--- src/rtl/core/sbl_pkg.sv ---
// Shared widths, codes and types of the sprite sheet blitter.
package sbl_pkg;

   localparam int SBL_MAX_SPRITE_WIDTH  = 8;
   localparam int SBL_MAX_SPRITE_HEIGHT = 8;
   localparam int SBL_SHEET_DEPTH       = 4096;

   localparam int SBL_DIM_W     = 4;
   localparam int SBL_ADDR_W    = 12;
   localparam int SBL_VALUE_W   = 9;
   localparam int SBL_COORD_W   = 16;
   localparam int SBL_FRAME_W   = 6;
   localparam int SBL_COLOR_W   = 8;
   localparam int SBL_IDX_W     = 17;
   localparam int SBL_CSR_IDX_W = 3;

   localparam logic [SBL_DIM_W-1:0] SBL_GRID_MAX = 4'd15;

   localparam logic SBL_ACT_WRITE = 1'b0;
   localparam logic SBL_ACT_DRAW  = 1'b1;

   typedef enum logic [SBL_CSR_IDX_W-1:0] {
      CSR_SPRITE_WIDTH  = 3'd0,
      CSR_SPRITE_HEIGHT = 3'd1,
      CSR_FRAMES_ACROSS = 3'd2,
      CSR_FRAMES_DOWN   = 3'd3
   } sbl_csr_idx_type;

   typedef struct packed {
      logic [SBL_DIM_W-1:0] sprite_width;
      logic [SBL_DIM_W-1:0] sprite_height;
      logic [SBL_DIM_W-1:0] frames_across;
      logic [SBL_DIM_W-1:0] frames_down;
   } sbl_cfg_type;

endpackage

--- src/rtl/core/sbl_if.sv ---
// Handshake channels of the sprite sheet blitter: request, response and register write.
interface sbl_req_if;
   import sbl_pkg::*;
   logic                          valid;
   logic                          ready;
   logic                          action;
   logic [SBL_ADDR_W-1:0]         sheet_address;
   logic signed [SBL_VALUE_W-1:0] sheet_value;
   logic signed [SBL_COORD_W-1:0] origin_x;
   logic signed [SBL_COORD_W-1:0] origin_y;
   logic [SBL_FRAME_W-1:0]        frame_number;

   modport source (output valid, action, sheet_address, sheet_value, origin_x, origin_y,
                   frame_number, input ready);
   modport sink   (input valid, action, sheet_address, sheet_value, origin_x, origin_y,
                   frame_number, output ready);
endinterface

interface sbl_rsp_if;
   import sbl_pkg::*;
   logic                          valid;
   logic                          ready;
   logic signed [SBL_COORD_W-1:0] pixel_x;
   logic signed [SBL_COORD_W-1:0] pixel_y;
   logic [SBL_COLOR_W-1:0]        pixel_color;
   logic                          last_pixel;

   modport source (output valid, pixel_x, pixel_y, pixel_color, last_pixel, input ready);
   modport sink   (input valid, pixel_x, pixel_y, pixel_color, last_pixel, output ready);
endinterface


--- src/rtl/core/sbl_div.sv ---
// Restoring divider, one quotient bit per cycle: frame number by frames across.
module sbl_div (
   input  logic                          clock,
   input  logic                          reset,
   input  logic                          start,
   input  logic [sbl_pkg::SBL_FRAME_W-1:0] dividend,
   input  logic [sbl_pkg::SBL_DIM_W-1:0]   divisor,
   output logic                          done,
   output logic [sbl_pkg::SBL_FRAME_W-1:0] quotient,
   output logic [sbl_pkg::SBL_DIM_W-1:0]   remainder
);
   import sbl_pkg::*;

   localparam int CNT_W = $clog2(SBL_FRAME_W);

   logic                   busy_ff, busy_in;
   logic                   done_ff, done_in;
   logic [CNT_W-1:0]       cnt_ff, cnt_in;
   logic [SBL_FRAME_W-1:0] quo_ff, quo_in;
   logic [SBL_DIM_W-1:0]   rem_ff, rem_in;
   logic [SBL_DIM_W:0]     trial;
   logic                   fits;

   always_comb begin
      trial   = {rem_ff, quo_ff[SBL_FRAME_W-1]};
      fits    = trial >= {1'b0, divisor};
      busy_in = busy_ff;
      done_in = 1'b0;
      cnt_in  = cnt_ff;
      quo_in  = quo_ff;
      rem_in  = rem_ff;
      if (start) begin
         busy_in = 1'b1;
         cnt_in  = '0;
         quo_in  = dividend;
         rem_in  = '0;
      end else if (busy_ff) begin
         rem_in = fits ? SBL_DIM_W'(trial - {1'b0, divisor}) : trial[SBL_DIM_W-1:0];
         quo_in = {quo_ff[SBL_FRAME_W-2:0], fits};
         cnt_in = cnt_ff + 1'b1;
         if (cnt_ff == CNT_W'(SBL_FRAME_W - 1)) begin
            busy_in = 1'b0;
            done_in = 1'b1;
         end
      end
   end

   always_ff @(posedge clock) begin
      if (reset) begin
         busy_ff <= 1'b0;
         done_ff <= 1'b0;
         cnt_ff  <= '0;
      end else begin
         busy_ff <= busy_in;
         done_ff <= done_in;
         cnt_ff  <= cnt_in;
      end
      quo_ff <= quo_in;
      rem_ff <= rem_in;
   end

   assign done      = done_ff;
   assign quotient  = quo_ff;
   assign remainder = rem_ff;

endmodule

--- src/rtl/core/sbl_draw.sv ---
// Request sequencer: sheet writes, frame address setup and the read-and-emit walk.
module sbl_draw #(
   parameter int MAX_SPRITE_WIDTH  = sbl_pkg::SBL_MAX_SPRITE_WIDTH,
   parameter int MAX_SPRITE_HEIGHT = sbl_pkg::SBL_MAX_SPRITE_HEIGHT,
   parameter int SHEET_DEPTH       = sbl_pkg::SBL_SHEET_DEPTH,
   localparam int AW = $clog2(SHEET_DEPTH)
) (
   input  logic                              clock,
   input  logic                              reset,
   sbl_req_if.sink                           req_chan,
   sbl_rsp_if.source                         rsp_chan,
   input  sbl_pkg::sbl_cfg_type              cfg,
   output logic                              mem_wr_en,
   output logic [AW-1:0]                     mem_wr_addr,
   output logic [sbl_pkg::SBL_VALUE_W-1:0]   mem_wr_data,
   output logic                              mem_rd_en,
   output logic [AW-1:0]                     mem_rd_addr,
   input  logic [sbl_pkg::SBL_VALUE_W-1:0]   mem_rd_data
);
   import sbl_pkg::*;

   localparam logic [SBL_DIM_W-1:0] W_TOP =
      (MAX_SPRITE_WIDTH >= 15) ? SBL_GRID_MAX : SBL_DIM_W'(MAX_SPRITE_WIDTH);
   localparam logic [SBL_DIM_W-1:0] H_TOP =
      (MAX_SPRITE_HEIGHT >= 15) ? SBL_GRID_MAX : SBL_DIM_W'(MAX_SPRITE_HEIGHT);
   localparam logic [SBL_IDX_W-1:0] DEPTH_LIM = SBL_IDX_W'(SHEET_DEPTH);

   typedef enum logic [2:0] {
      IDLE, CLAMP, DIVIDE, MUL_A, MUL_B, WALK, DRAIN, FLUSH
   } state_type;

   function automatic logic [SBL_DIM_W-1:0] clamp_dim(input logic [SBL_DIM_W-1:0] v,
                                                      input logic [SBL_DIM_W-1:0] top);
      logic [SBL_DIM_W-1:0] r;
      if (v == '0) begin
         r = 4'd1;
      end else begin
         r = (v > top) ? top : v;
      end
      return r;
   endfunction

   state_type                state_ff, state_in;
   logic [SBL_COORD_W-1:0]   origin_x_ff, origin_x_in;
   logic [SBL_COORD_W-1:0]   origin_y_ff, origin_y_in;
   logic [SBL_FRAME_W-1:0]   frame_ff, frame_in;
   logic [7:0]               stride_ff, stride_in;
   logic [9:0]               hrow_ff, hrow_in;
   logic [7:0]               wcol_ff, wcol_in;
   logic [SBL_IDX_W-1:0]     addr_ff, addr_in;
   logic [SBL_IDX_W-1:0]     row_addr_ff, row_addr_in;
   logic [SBL_DIM_W-1:0]     px_ff, px_in;
   logic [SBL_DIM_W-1:0]     py_ff, py_in;
   logic                     s1_valid_ff, s1_valid_in;
   logic                     s1_inrange_ff, s1_inrange_in;
   logic [SBL_DIM_W-1:0]     s1_px_ff, s1_px_in;
   logic [SBL_DIM_W-1:0]     s1_py_ff, s1_py_in;
   logic                     pend_valid_ff, pend_valid_in;
   logic [SBL_COORD_W-1:0]   pend_x_ff, pend_x_in;
   logic [SBL_COORD_W-1:0]   pend_y_ff, pend_y_in;
   logic [SBL_COLOR_W-1:0]   pend_color_ff, pend_color_in;
   logic                     rsp_valid_ff, rsp_valid_in;
   logic [SBL_COORD_W-1:0]   rsp_x_ff, rsp_x_in;
   logic [SBL_COORD_W-1:0]   rsp_y_ff, rsp_y_in;
   logic [SBL_COLOR_W-1:0]   rsp_color_ff, rsp_color_in;
   logic                     rsp_last_ff, rsp_last_in;

   logic [SBL_DIM_W-1:0]     w, h, fa, fd;
   logic [7:0]               last_frame;
   logic [SBL_FRAME_W-1:0]   frame_clamped;
   logic                     accept;
   logic                     out_free;
   logic                     visible;
   logic                     stall;
   logic                     issue;
   logic                     inrange;
   logic [17:0]              base_full;
   logic [SBL_IDX_W-1:0]     row_next;
   logic                     div_done;
   logic [SBL_FRAME_W-1:0]   div_quo;
   logic [SBL_DIM_W-1:0]     div_rem;

   sbl_div u_div (
      .clock     (clock),
      .reset     (reset),
      .start     (state_ff == CLAMP),
      .dividend  (frame_clamped),
      .divisor   (fa),
      .done      (div_done),
      .quotient  (div_quo),
      .remainder (div_rem)
   );

   always_comb begin
      w  = clamp_dim(cfg.sprite_width, W_TOP);
      h  = clamp_dim(cfg.sprite_height, H_TOP);
      fa = clamp_dim(cfg.frames_across, SBL_GRID_MAX);
      fd = clamp_dim(cfg.frames_down, SBL_GRID_MAX);

      last_frame    = ({4'b0, fa} * {4'b0, fd}) - 8'd1;
      frame_clamped = ({2'b0, frame_ff} > last_frame) ? last_frame[SBL_FRAME_W-1:0] : frame_ff;

      accept   = req_chan.valid && (state_ff == IDLE);
      out_free = !rsp_valid_ff || rsp_chan.ready;
      visible  = s1_valid_ff && s1_inrange_ff && !mem_rd_data[SBL_VALUE_W-1];
      // a visible pixel must push the held one out; wait when the output is full
      stall    = visible && pend_valid_ff && !out_free;
      issue    = (state_ff == WALK) && !stall;
      inrange  = addr_ff < DEPTH_LIM;
      base_full = ({10'b0, stride_ff} * {8'b0, hrow_ff}) + {10'b0, wcol_ff};
      row_next  = row_addr_ff + SBL_IDX_W'(stride_ff);

      mem_wr_en   = accept && (req_chan.action == SBL_ACT_WRITE) &&
                    (SBL_IDX_W'(req_chan.sheet_address) < DEPTH_LIM);
      mem_wr_addr = AW'(req_chan.sheet_address);
      mem_wr_data = req_chan.sheet_value;
      mem_rd_en   = issue && inrange;
      mem_rd_addr = AW'(addr_ff);

      state_in      = state_ff;
      origin_x_in   = origin_x_ff;
      origin_y_in   = origin_y_ff;
      frame_in      = frame_ff;
      stride_in     = stride_ff;
      hrow_in       = hrow_ff;
      wcol_in       = wcol_ff;
      addr_in       = addr_ff;
      row_addr_in   = row_addr_ff;
      px_in         = px_ff;
      py_in         = py_ff;
      s1_valid_in   = s1_valid_ff;
      s1_inrange_in = s1_inrange_ff;
      s1_px_in      = s1_px_ff;
      s1_py_in      = s1_py_ff;
      pend_valid_in = pend_valid_ff;
      pend_x_in     = pend_x_ff;
      pend_y_in     = pend_y_ff;
      pend_color_in = pend_color_ff;
      rsp_valid_in  = rsp_valid_ff && !rsp_chan.ready;
      rsp_x_in      = rsp_x_ff;
      rsp_y_in      = rsp_y_ff;
      rsp_color_in  = rsp_color_ff;
      rsp_last_in   = rsp_last_ff;

      // retire the read in flight: hold a visible pixel until the next one shows up
      if (s1_valid_ff && !stall) begin
         s1_valid_in = 1'b0;
         if (visible) begin
            if (pend_valid_ff) begin
               rsp_valid_in = 1'b1;
               rsp_x_in     = pend_x_ff;
               rsp_y_in     = pend_y_ff;
               rsp_color_in = pend_color_ff;
               rsp_last_in  = 1'b0;
            end
            pend_valid_in = 1'b1;
            pend_x_in     = origin_x_ff + SBL_COORD_W'(s1_px_ff);
            pend_y_in     = origin_y_ff + SBL_COORD_W'(s1_py_ff);
            pend_color_in = mem_rd_data[SBL_COLOR_W-1:0];
         end
      end

      case (state_ff)
         IDLE: begin
            if (accept && (req_chan.action == SBL_ACT_DRAW)) begin
               origin_x_in = req_chan.origin_x;
               origin_y_in = req_chan.origin_y;
               frame_in    = req_chan.frame_number;
               state_in    = CLAMP;
            end
         end
         CLAMP: begin
            state_in = DIVIDE;
         end
         DIVIDE: begin
            if (div_done) begin
               state_in = MUL_A;
            end
         end
         MUL_A: begin
            stride_in = {4'b0, w} * {4'b0, fa};
            hrow_in   = {6'b0, h} * {4'b0, div_quo};
            wcol_in   = {4'b0, w} * {4'b0, div_rem};
            state_in  = MUL_B;
         end
         MUL_B: begin
            addr_in     = SBL_IDX_W'(base_full);
            row_addr_in = SBL_IDX_W'(base_full);
            px_in       = '0;
            py_in       = '0;
            state_in    = WALK;
         end
         WALK: begin
            if (issue) begin
               s1_valid_in   = 1'b1;
               s1_inrange_in = inrange;
               s1_px_in      = px_ff;
               s1_py_in      = py_ff;
               if (px_ff == w - 1'b1) begin
                  px_in       = '0;
                  py_in       = py_ff + 1'b1;
                  row_addr_in = row_next;
                  addr_in     = row_next;
                  if (py_ff == h - 1'b1) begin
                     state_in = DRAIN;
                  end
               end else begin
                  px_in   = px_ff + 1'b1;
                  addr_in = addr_ff + 1'b1;
               end
            end
         end
         DRAIN: begin
            if (!s1_valid_ff) begin
               state_in = FLUSH;
            end
         end
         FLUSH: begin
            // send the held pixel as the closing item of the draw
            if (!pend_valid_ff) begin
               state_in = IDLE;
            end else if (out_free) begin
               rsp_valid_in  = 1'b1;
               rsp_x_in      = pend_x_ff;
               rsp_y_in      = pend_y_ff;
               rsp_color_in  = pend_color_ff;
               rsp_last_in   = 1'b1;
               pend_valid_in = 1'b0;
               state_in      = IDLE;
            end
         end
         default: begin
            state_in = IDLE;
         end
      endcase
   end

   always_ff @(posedge clock) begin
      if (reset) begin
         state_ff      <= IDLE;
         s1_valid_ff   <= 1'b0;
         pend_valid_ff <= 1'b0;
         rsp_valid_ff  <= 1'b0;
      end else begin
         state_ff      <= state_in;
         s1_valid_ff   <= s1_valid_in;
         pend_valid_ff <= pend_valid_in;
         rsp_valid_ff  <= rsp_valid_in;
      end
      origin_x_ff   <= origin_x_in;
      origin_y_ff   <= origin_y_in;
      frame_ff      <= frame_in;
      stride_ff     <= stride_in;
      hrow_ff       <= hrow_in;
      wcol_ff       <= wcol_in;
      addr_ff       <= addr_in;
      row_addr_ff   <= row_addr_in;
      px_ff         <= px_in;
      py_ff         <= py_in;
      s1_inrange_ff <= s1_inrange_in;
      s1_px_ff      <= s1_px_in;
      s1_py_ff      <= s1_py_in;
      pend_x_ff     <= pend_x_in;
      pend_y_ff     <= pend_y_in;
      pend_color_ff <= pend_color_in;
      rsp_x_ff      <= rsp_x_in;
      rsp_y_ff      <= rsp_y_in;
      rsp_color_ff  <= rsp_color_in;
      rsp_last_ff   <= rsp_last_in;
   end

   assign req_chan.ready       = (state_ff == IDLE);
   assign rsp_chan.valid       = rsp_valid_ff;
   assign rsp_chan.pixel_x     = rsp_x_ff;
   assign rsp_chan.pixel_y     = rsp_y_ff;
   assign rsp_chan.pixel_color = rsp_color_ff;
   assign rsp_chan.last_pixel  = rsp_last_ff;

endmodule

--- src/flat_wrapper.sv ---
// flat-port wrapper written by rule: the top's interface ports become plain ports
module sbl_draw_flat import sbl_pkg::*;
#(
   parameter int MAX_SPRITE_WIDTH  = sbl_pkg::SBL_MAX_SPRITE_WIDTH,
   parameter int MAX_SPRITE_HEIGHT = sbl_pkg::SBL_MAX_SPRITE_HEIGHT,
   parameter int SHEET_DEPTH       = sbl_pkg::SBL_SHEET_DEPTH,
   localparam int AW = $clog2(SHEET_DEPTH)
)
  (clock, reset, cfg, mem_wr_en, mem_wr_addr, mem_wr_data, mem_rd_en, mem_rd_addr, mem_rd_data, req_chan_valid, req_chan_action, req_chan_sheet_address, req_chan_sheet_value, req_chan_origin_x, req_chan_origin_y, req_chan_frame_number, req_chan_ready, rsp_chan_valid, rsp_chan_pixel_x, rsp_chan_pixel_y, rsp_chan_pixel_color, rsp_chan_last_pixel, rsp_chan_ready);
  sbl_req_if req_chan_i ();
  sbl_rsp_if rsp_chan_i ();
  input  logic clock;
  input  logic reset;
  input  sbl_pkg::sbl_cfg_type cfg;
  output logic mem_wr_en;
  output logic [AW-1:0] mem_wr_addr;
  output logic [sbl_pkg::SBL_VALUE_W-1:0] mem_wr_data;
  output logic mem_rd_en;
  output logic [AW-1:0] mem_rd_addr;
  input  logic [sbl_pkg::SBL_VALUE_W-1:0] mem_rd_data;
  input wire logic [$bits(req_chan_i.valid)-1:0] req_chan_valid;
  input wire logic [$bits(req_chan_i.action)-1:0] req_chan_action;
  input wire logic [$bits(req_chan_i.sheet_address)-1:0] req_chan_sheet_address;
  input wire logic [$bits(req_chan_i.sheet_value)-1:0] req_chan_sheet_value;
  input wire logic [$bits(req_chan_i.origin_x)-1:0] req_chan_origin_x;
  input wire logic [$bits(req_chan_i.origin_y)-1:0] req_chan_origin_y;
  input wire logic [$bits(req_chan_i.frame_number)-1:0] req_chan_frame_number;
  output wire logic [$bits(req_chan_i.ready)-1:0] req_chan_ready;
  output wire logic [$bits(rsp_chan_i.valid)-1:0] rsp_chan_valid;
  output wire logic [$bits(rsp_chan_i.pixel_x)-1:0] rsp_chan_pixel_x;
  output wire logic [$bits(rsp_chan_i.pixel_y)-1:0] rsp_chan_pixel_y;
  output wire logic [$bits(rsp_chan_i.pixel_color)-1:0] rsp_chan_pixel_color;
  output wire logic [$bits(rsp_chan_i.last_pixel)-1:0] rsp_chan_last_pixel;
  input wire logic [$bits(rsp_chan_i.ready)-1:0] rsp_chan_ready;
  assign req_chan_i.valid = req_chan_valid;
  assign req_chan_i.action = req_chan_action;
  assign req_chan_i.sheet_address = req_chan_sheet_address;
  assign req_chan_i.sheet_value = req_chan_sheet_value;
  assign req_chan_i.origin_x = req_chan_origin_x;
  assign req_chan_i.origin_y = req_chan_origin_y;
  assign req_chan_i.frame_number = req_chan_frame_number;
  assign req_chan_ready = req_chan_i.ready;
  assign rsp_chan_valid = rsp_chan_i.valid;
  assign rsp_chan_pixel_x = rsp_chan_i.pixel_x;
  assign rsp_chan_pixel_y = rsp_chan_i.pixel_y;
  assign rsp_chan_pixel_color = rsp_chan_i.pixel_color;
  assign rsp_chan_last_pixel = rsp_chan_i.last_pixel;
  assign rsp_chan_i.ready = rsp_chan_ready;
  sbl_draw #(.MAX_SPRITE_WIDTH(MAX_SPRITE_WIDTH), .MAX_SPRITE_HEIGHT(MAX_SPRITE_HEIGHT), .SHEET_DEPTH(SHEET_DEPTH)) u_core (.clock(clock), .reset(reset), .req_chan(req_chan_i), .rsp_chan(rsp_chan_i), .cfg(cfg), .mem_wr_en(mem_wr_en), .mem_wr_addr(mem_wr_addr), .mem_wr_data(mem_wr_data), .mem_rd_en(mem_rd_en), .mem_rd_addr(mem_rd_addr), .mem_rd_data(mem_rd_data));
endmodule
--- config.mk ---
export PLATFORM = sky130hd
export DESIGN_NAME = sbl_draw_flat
export DESIGN_NICKNAME = d
export VERILOG_FILES = /design/src/rtl/core/sbl_pkg.sv /design/src/rtl/core/sbl_if.sv /design/src/rtl/core/sbl_div.sv /design/src/rtl/core/sbl_draw.sv /design/src/flat_wrapper.sv
export SDC_FILE = /design/constraint.sdc
export NUM_CORES = 1
export LEC_CHECK = 0
export ABC_AREA = 1
export BUFFER_PORTS_ARGS = -buffer_cell sky130_fd_sc_hd__buf_2
export CORE_UTILIZATION = 65
export DETAILED_ROUTE_END_ITERATION = 7
export PLACE_DENSITY = 0.86
export SLEW_MARGIN = 20
export SYNTH_ARGS = -nofsm -noshare
export SYNTH_HDL_FRONTEND = slang
export SYNTH_HIERARCHICAL = 1
export SYNTH_SLANG_ARGS = --single-unit
--- constraint.sdc ---
create_clock -name clock -period 8.48 [get_ports clock]
set_clock_uncertainty 0.05 [all_clocks]
set_input_delay 1.696 -clock clock [delete_from_list [all_inputs] [get_ports clock]]
set_output_delay 1.696 -clock clock [all_outputs]
set_load 0.02 [all_outputs]
==> results of run 1 <==
power groups by stage:
stage	combinational, uW	sequential [uW]	clock (uW)
6_report	1030	1310	931
5_1_grt	1170	1310	986
4_1_cts	1020	1300	943
3_5_place_dp	1010	1330	0
3_3_place_gp	963	1320	0
2_1_floorplan	781	1300	0
cells by family (layout without fill, tap and decap cells):
family          after synthesis  after routing  synth area share
flops                       217            217            0.3859
compound gates              122            122           0.04516
mux                          40             40           0.03891
fa+ha+maj                   204            204            0.2043
xor+xnor                     75             75           0.04256
simple gates                640            640            0.1760
buf+inv                     383            482            0.1072
area by class of cell:
type                            instances  area, um^2
Timing Repair Buffer                  132       693.2
Tap cell                              319       399.1
Clock inverter                         10       63.81
Sequential cell                       217        5956
Inverter                              309        1160
Fill cell                            1638        6673
Clock buffer                           31       615.6
Multi-Input combinational cell       1081        7843
worst reg2reg max path, stage by stage (launching register included):
cell and delay, ps:
edfxtp_1 690, nand2_1 100, inv_1 90, fa_1 450, fa_1 540, fa_1 550
inv_1 60, fa_1 540, inv_1 40, ha_1 360, a21oi_1 300, nor2_1 70
nor2_1 170, nand3_1 140, o21ai_0 340, nand3_1 120
per-stage QoR:
stage	util	cell area [um^2]	cells	setup slack, ps
floorplan	-	15430	1681	2672
global placement	0.6850	16030	2057	2482
detailed placement	0.6850	16030	2057	2291
CTS	0.7140	16710	2098	2814
global route	0.7149	16730	2099	2506
finish	0.7149	16730	2099	2790
metal layers:
layer / vias to the layer above / wire [um] / GRT usage
met5: - / 0 / 0
met1: 5460 / 13870 / 0.3575
li1: 5514 / - / -
met2: 467 / 16290 / 0.4898
met3: 95 / 2332 / 0.04056
met4: 0 / 903 / 0.08777
state kept, by name (all words and copies together), names as in the netlist, 6 cells and up, named ones only:
name / count
u_core/u_div/quotient: 6
u_core/origin_x_ff: 16
u_core/frame_ff: 6
u_core/hrow_ff: 10
u_core/rsp_chan.pixel_y: 16
u_core/origin_y_ff: 16
u_core/wcol_ff: 8
u_core/addr_ff: 17
u_core/pend_color_ff: 8
u_core/pend_y_ff: 16
u_core/rsp_chan.pixel_x: 16
u_core/stride_ff: 8
u_core/rsp_chan.pixel_color: 8
u_core/row_addr_ff: 17
u_core/pend_x_ff: 16
Yosys cell counts (3+ instances only):
cell type | number | area [um^2]
nand2_1 | 366 | 1374
inv_1 | 300 | 1126
edfxtp_1 | 161 | 4835
ha_1 | 124 | 1551
nor2_1 | 109 | 409.1
nand3_1 | 100 | 500.5
fa_1 | 80 | 1602
a21oi_1 | 58 | 290.3
dfxtp_1 | 56 | 1121
xor2_1 | 47 | 411.6
mux2_4 | 40 | 600.6
buf_4 | 36 | 270.3
o21ai_0 | 29 | 145.1
xnor2_1 | 28 | 245.2
clkbuf_1 | 22 | 82.58
nor3_1 | 18 | 90.09
nand4_1 | 16 | 100.1
inv_2 | 8 | 30.03
nand3b_1 | 8 | 60.06
buf_2 | 7 | 35.03
o21ai_1 | 7 | 35.03
a31oi_1 | 6 | 37.54
nand2_2 | 5 | 31.28
a21o_1 | 4 | 30.03
buf_1 | 4 | 15.01
buf_12 | 4 | 80.08
o211ai_1 | 4 | 30.03
or2_2 | 4 | 25.02
a211oi_1 | 3 | 22.52
a31o_2 | 3 | 26.28
nor2_2 | 3 | 18.77
final timing paths:
path	endpoint	slack, ps	depth (start not counted)
worst max-delay path	u_core/u_div/quotient[0]	2790	23
worst min-delay path	u_core/rsp_chan.pixel_color[7]	420	1
worst max register to register	u_core/addr_ff[12]	3610	15
worst min register to register	u_core/rsp_chan.pixel_color[7]	420	1
==> results.yml, run 1 <==
synth:
  synth_edf_count: 161
  synth_cell_types: 48
  synthArstFlopShare: 0
  synth_seq_cells: 217
  yosysWarnings: 6
  synth_area_mm2: 0.01543
  synth_area_per_cell_um2: 9.181
  synthCells: 1681
  ys_seq_area_frac: 0.3859
  yosys_most_used_dff: "edfxtp_1"
  syn_nets: 1974
placement:
  io_buffers: 124
  globalplace.congestion: 0.9289
  dpl.hpwl_um: 25110
timing:
  fin_crit_sh: 0.6710
  setup-violations-final: 0
  tightest_slew_ps: 981.6
  slew_violations: 0
  hold_viol_final: 0
  fin_hold_ws_ps: 418.1
  slew_headroom: 0.3440
  rsz0062_at_grt: "no"
  min_period_ps: 5690
  fin_tns_setup_ps: 0
  fmax_mhz: 175.7
final_layout:
  n_antenna_cell: 0
  areaGrowthSynthToFinish_pct: 8.399
  layout_common_cells: "nand2_1 (366), inv_1 (300), edfxtp_1 (161), buf_2 (124), ha_1 (124)"
  drive_above_1_share: 0.1343
  final_nets: 2057
  final_common_cell: "nand2_1"
pwr:
  combPwrFrac: 0.316
  p_per_area_mw_per_mm2: 195.5
  ir_worst_vdd_uv: 151.9
  p_leak_uw: 0.008430
  p_int_uw: 2133
  clockPowerShare: 0.285
  p_seq_frac: 0.399
  swShare: 0.3479
  switching_power_uw: 1138
  power_uw: 3271
clock_tree:
  ctsResizeCount: 0
  cts_tree: "yes"
  postCtsSetupRepairBufs: 0
  cts_max_level: 1
  root_buffer: "clkbuf_16"
  numCtsBuffers: 23
  clock_path_buffers: 3
  cts.sinks: 217
  insertion_delay_ps: 530
  postCtsHoldBufs: 0
  clk_pin_slew_worst_paths_ps: 70
min_path:
  hp-start: "u_core/pend_color_ff[7]"
  hp-class: "flop to flop"
critical_path:
  worst_path_largest_cell_delay_ps: 540
  critPathKind: "primary input to flop"
  path_buf_inv: 4
  cp.required_ps: 8710
  critPathTopFamily: "adder cells"
  rr_startpoint: "u_core/stride_ff[5]"
  cpMostUsedCell: "nand2_1"
  crit_chain: "buf_2 -> nor3_1 -> nor2_1 -> inv_2 -> nand2_1 -> ha_1 -> fa_1 -> fa_1 -> inv_1 -> ha_1 -> a21oi_1 -> nand2_1 -> xor2_1 -> inv_1 -> ha_1 -> nand2_1 -> o21ai_0 -> nor2_2 -> nand2_1 -> nand2_1 -> nand2_1 -> nor2_1 -> a31oi_1"
  end_kind: "flop"
  cp.arrival_ps: 5920
  start_kind: "primary input"
  cp_max_fo: 9
  crit_path_start: "cfg[5]"
  crit_slowest_cell: "fa_1"
drt:
  firstDrtPassIters: 5
  initialDrtViolationCount: 869
  drt_wl_total_um: 33400
  vias_per_cell: 5.496
  drc: 0
  vias: 11540
  postRouteAntennaNets: 0
  wl_per_cell_um: 15.91
die:
  placementRows: 56
  die_h_um: 156.1
  die_w_um: 156.1
  core_mm2: 0.02340
  die_area_mm2: 0.02436
  start_util: 0.6595
  pin_count: 167
global_routing:
  globalRoute.totalOverflow: 0
  grt_pass1_vias: 11530
  grt_util_all_layers: 0.2799
  grt_pass1_wl_um: 54160
  antenna_found_initial: 0
  grt_max_degree: 43
outcome:
  outcome: "complete, no violations"
flow_run:
  cap_viol_max_count: 0
Note: power is estimated with default switching activity, not from simulation.
==> run 2, diff against run 1 <==
--- a/config.mk
+++ b/config.mk
@@ -7,9 +7,9 @@
 export LEC_CHECK = 0
 export ABC_AREA = 1
 export BUFFER_PORTS_ARGS = -buffer_cell sky130_fd_sc_hd__buf_2
-export CORE_UTILIZATION = 65
+export CORE_UTILIZATION = 60
 export DETAILED_ROUTE_END_ITERATION = 7
-export PLACE_DENSITY = 0.86
+export PLACE_DENSITY = 0.8
 export SLEW_MARGIN = 20
 export SYNTH_ARGS = -nofsm -noshare
 export SYNTH_HDL_FRONTEND = slang
==> constraint.sdc (replaced) <==
create_clock -name clock -period 5.45 [get_ports clock]
set_clock_uncertainty 0.05 [all_clocks]
set_input_delay 1.09 -clock clock [delete_from_list [all_inputs] [get_ports clock]]
set_output_delay 1.09 -clock clock [all_outputs]
set_load 0.02 [all_outputs]
==> run 2 against run 1 <==
  * Combinational power increased by 54%
  * Routed wire length decreased by 3.1%
  * Die area increased by 8.2%
  * Cell area increased by 1.4%
  * Setup slack got worse by 2200 ps
==> results.yml, run 2 (synthesized netlist as in run 1, its figures left out) <==
timing:
  fin_hold_ws_ps: 419.4
  hold_viol_final: 0
  fin_tns_setup_ps: 0
  rsz0062_at_grt: "no"
  setup-violations-final: 0
  fmax_mhz: 203.7
  slew_headroom: 0.3452
  slew_violations: 0
  min_period_ps: 4908
  tightest_slew_ps: 979.9
  fin_crit_sh: 0.9006
placement:
  io_buffers: 124
  globalplace.congestion: 0.9219
  dpl.hpwl_um: 24720
pwr:
  p_per_area_mw_per_mm2: 314.3
  ir_worst_vdd_uv: 257.2
  p_leak_uw: 0.008545
die:
  placementRows: 58
  die_w_um: 162.4
  pin_count: 167
  start_util: 0.6129
  core_mm2: 0.02518
  die_h_um: 162.4
  die_area_mm2: 0.02637
drt:
  drc: 0
  dr.max_layer_used: "met5"
  wl_per_cell_um: 15.28
  vias: 11390
  dr_wl_met3_um: 2367
  vias_per_cell: 5.379
  drt_wl_total_um: 32360
  wl_met1_um: 13730
  postRouteAntennaNets: 0
  met2_length_um: 15450
  firstDrtPassIters: 6
  initialDrtViolationCount: 842
flow_run:
  cap_viol_max_count: 0
global_routing:
  grt_max_degree: 43
  globalRoute.totalOverflow: 0
  antenna_found_initial: 2
  grt_pass1_vias: 11510
  grt_pass1_wl_um: 53610
  grt_util_all_layers: 0.2537
clock_tree:
  root_buffer: "clkbuf_16"
  clk_pin_slew_worst_paths_ps: 60
  insertion_delay_ps: 530
  postCtsHoldBufs: 0
  cts_tree: "yes"
  numCtsBuffers: 24
  ctsResizeCount: 0
  cts.sinks: 217
  cts_max_level: 1
  postCtsSetupRepairBufs: 0
  clock_path_buffers: 3
outcome:
  outcome: "complete, no violations"
final_layout:
  drive_above_1_share: 0.1416
  layout_common_cells: "nand2_1 (366), inv_1 (300), edfxtp_1 (161), buf_2 (124), ha_1 (124)"
  areaGrowthSynthToFinish_pct: 9.907
  ff_latch_area_mm2: 0.005956
  fillers: 1897
  reg_top3: "u_core/addr_ff x17, u_core/row_addr_ff x17"
  final_nets: 2062
  final_common_cell: "nand2_1"
  multi_input_area_mm2: 0.007843
min_path:
  hp-class: "flop to flop"
critical_path:
  critPathKind: "primary input to flop"
  critPathTopFamily: "adder cells"
  end_kind: "flop"
  worst_path_largest_cell_delay_ps: 540
  cp.required_ps: 5670
  cp.arrival_ps: 5130
  cp_max_fo: 8
  crit_chain: "buf_2 -> nor3_1 -> nor2_1 -> inv_2 -> nand2_1 -> ha_1 -> fa_1 -> fa_1 -> inv_1 -> ha_1 -> a21oi_1 -> nand2_1 -> xor2_1 -> inv_1 -> ha_1 -> nand2_1 -> o21ai_0 -> nor2_2 -> nand2_1 -> nand2_1 -> nand2_1 -> nor2_1 -> a31oi_1"
  cpMostUsedCell: "nand2_1"
  path_buf_inv: 4
  crit_slowest_cell: "fa_1"
  start_kind: "primary input"
run 2: cell count changes in the layout (fill, tap and decap cells not counted), sizes merged:
cell and delta:
clkbuf +5, clkinvlp -1, clkinv -2, buf +4, diode +1, inv -1, bufinv +2
run 2: layer usage:
metal | GRT usage | vias to the layer above
met5 | 0 | -
met4 | 0.07890 | 2
met3 | 0.03845 | 68
met2 | 0.4398 | 430
met1 | 0.3262 | 5368
li1 | - | 5524
run 2: layout make-up:
cell class                 instances  share of cell area
multi-input combinational       1081              0.4623
sequential                       217              0.3511
inverter                         309             0.06838
clock buffer                      36             0.04404
timing repair buffer             136             0.04263
tap                              330             0.02434
clock inverter                     8            0.007007
antenna                            1           0.0001475
run 2: stage by stage:
step,area [um^2],util,instances,setup WS [ps],power [uW]
after floorplan,15430,-,1681,247.9,3235
after global placement,16070,0.6383,2072,176.7,3575
after CTS,16940,0.6727,2116,583.5,5345
after global routing,16960,0.6735,2117,224.6,5673
after detailed placement,16070,0.6383,2072,20.92,3620
final,16960,0.6736,2118,541.9,5331
run 2: path summary, 6_finish.rpt:
kind / to / from / cells after the start / slack [ps]
worst max-delay path: u_core/u_div/quotient[0] / cfg[6] / 23 / 540
worst min-delay path: u_core/rsp_chan.pixel_x[1] / u_core/pend_x_ff[1] / 1 / 420
worst max register to register: u_core/addr_ff[16] / u_core/stride_ff[4] / 17 / 660
worst min register to register: u_core/rsp_chan.pixel_x[1] / u_core/pend_x_ff[1] / 1 / 420
run 2: power by group:
part	total (uW)	switching [uW]	internal [uW]
registers	2030	92.4	1940
clock network	1700	658	1050
logic	1590	1010	585
total	5330	1760	3570
run 2: worst reg2reg max path: stages (launching register included):
cell,delay (ps)
edfxtp_1,620
nand2_1,170
inv_1,70
fa_1,550
fa_1,450
fa_1,560
inv_1,60
fa_1,540
inv_1,40
ha_1,360
a21oi_1,270
nor2_1,60
nor2_1,170
nor3_1,70
nor2_1,120
nand3_1,90
nand3_1,200
nand2_1,90
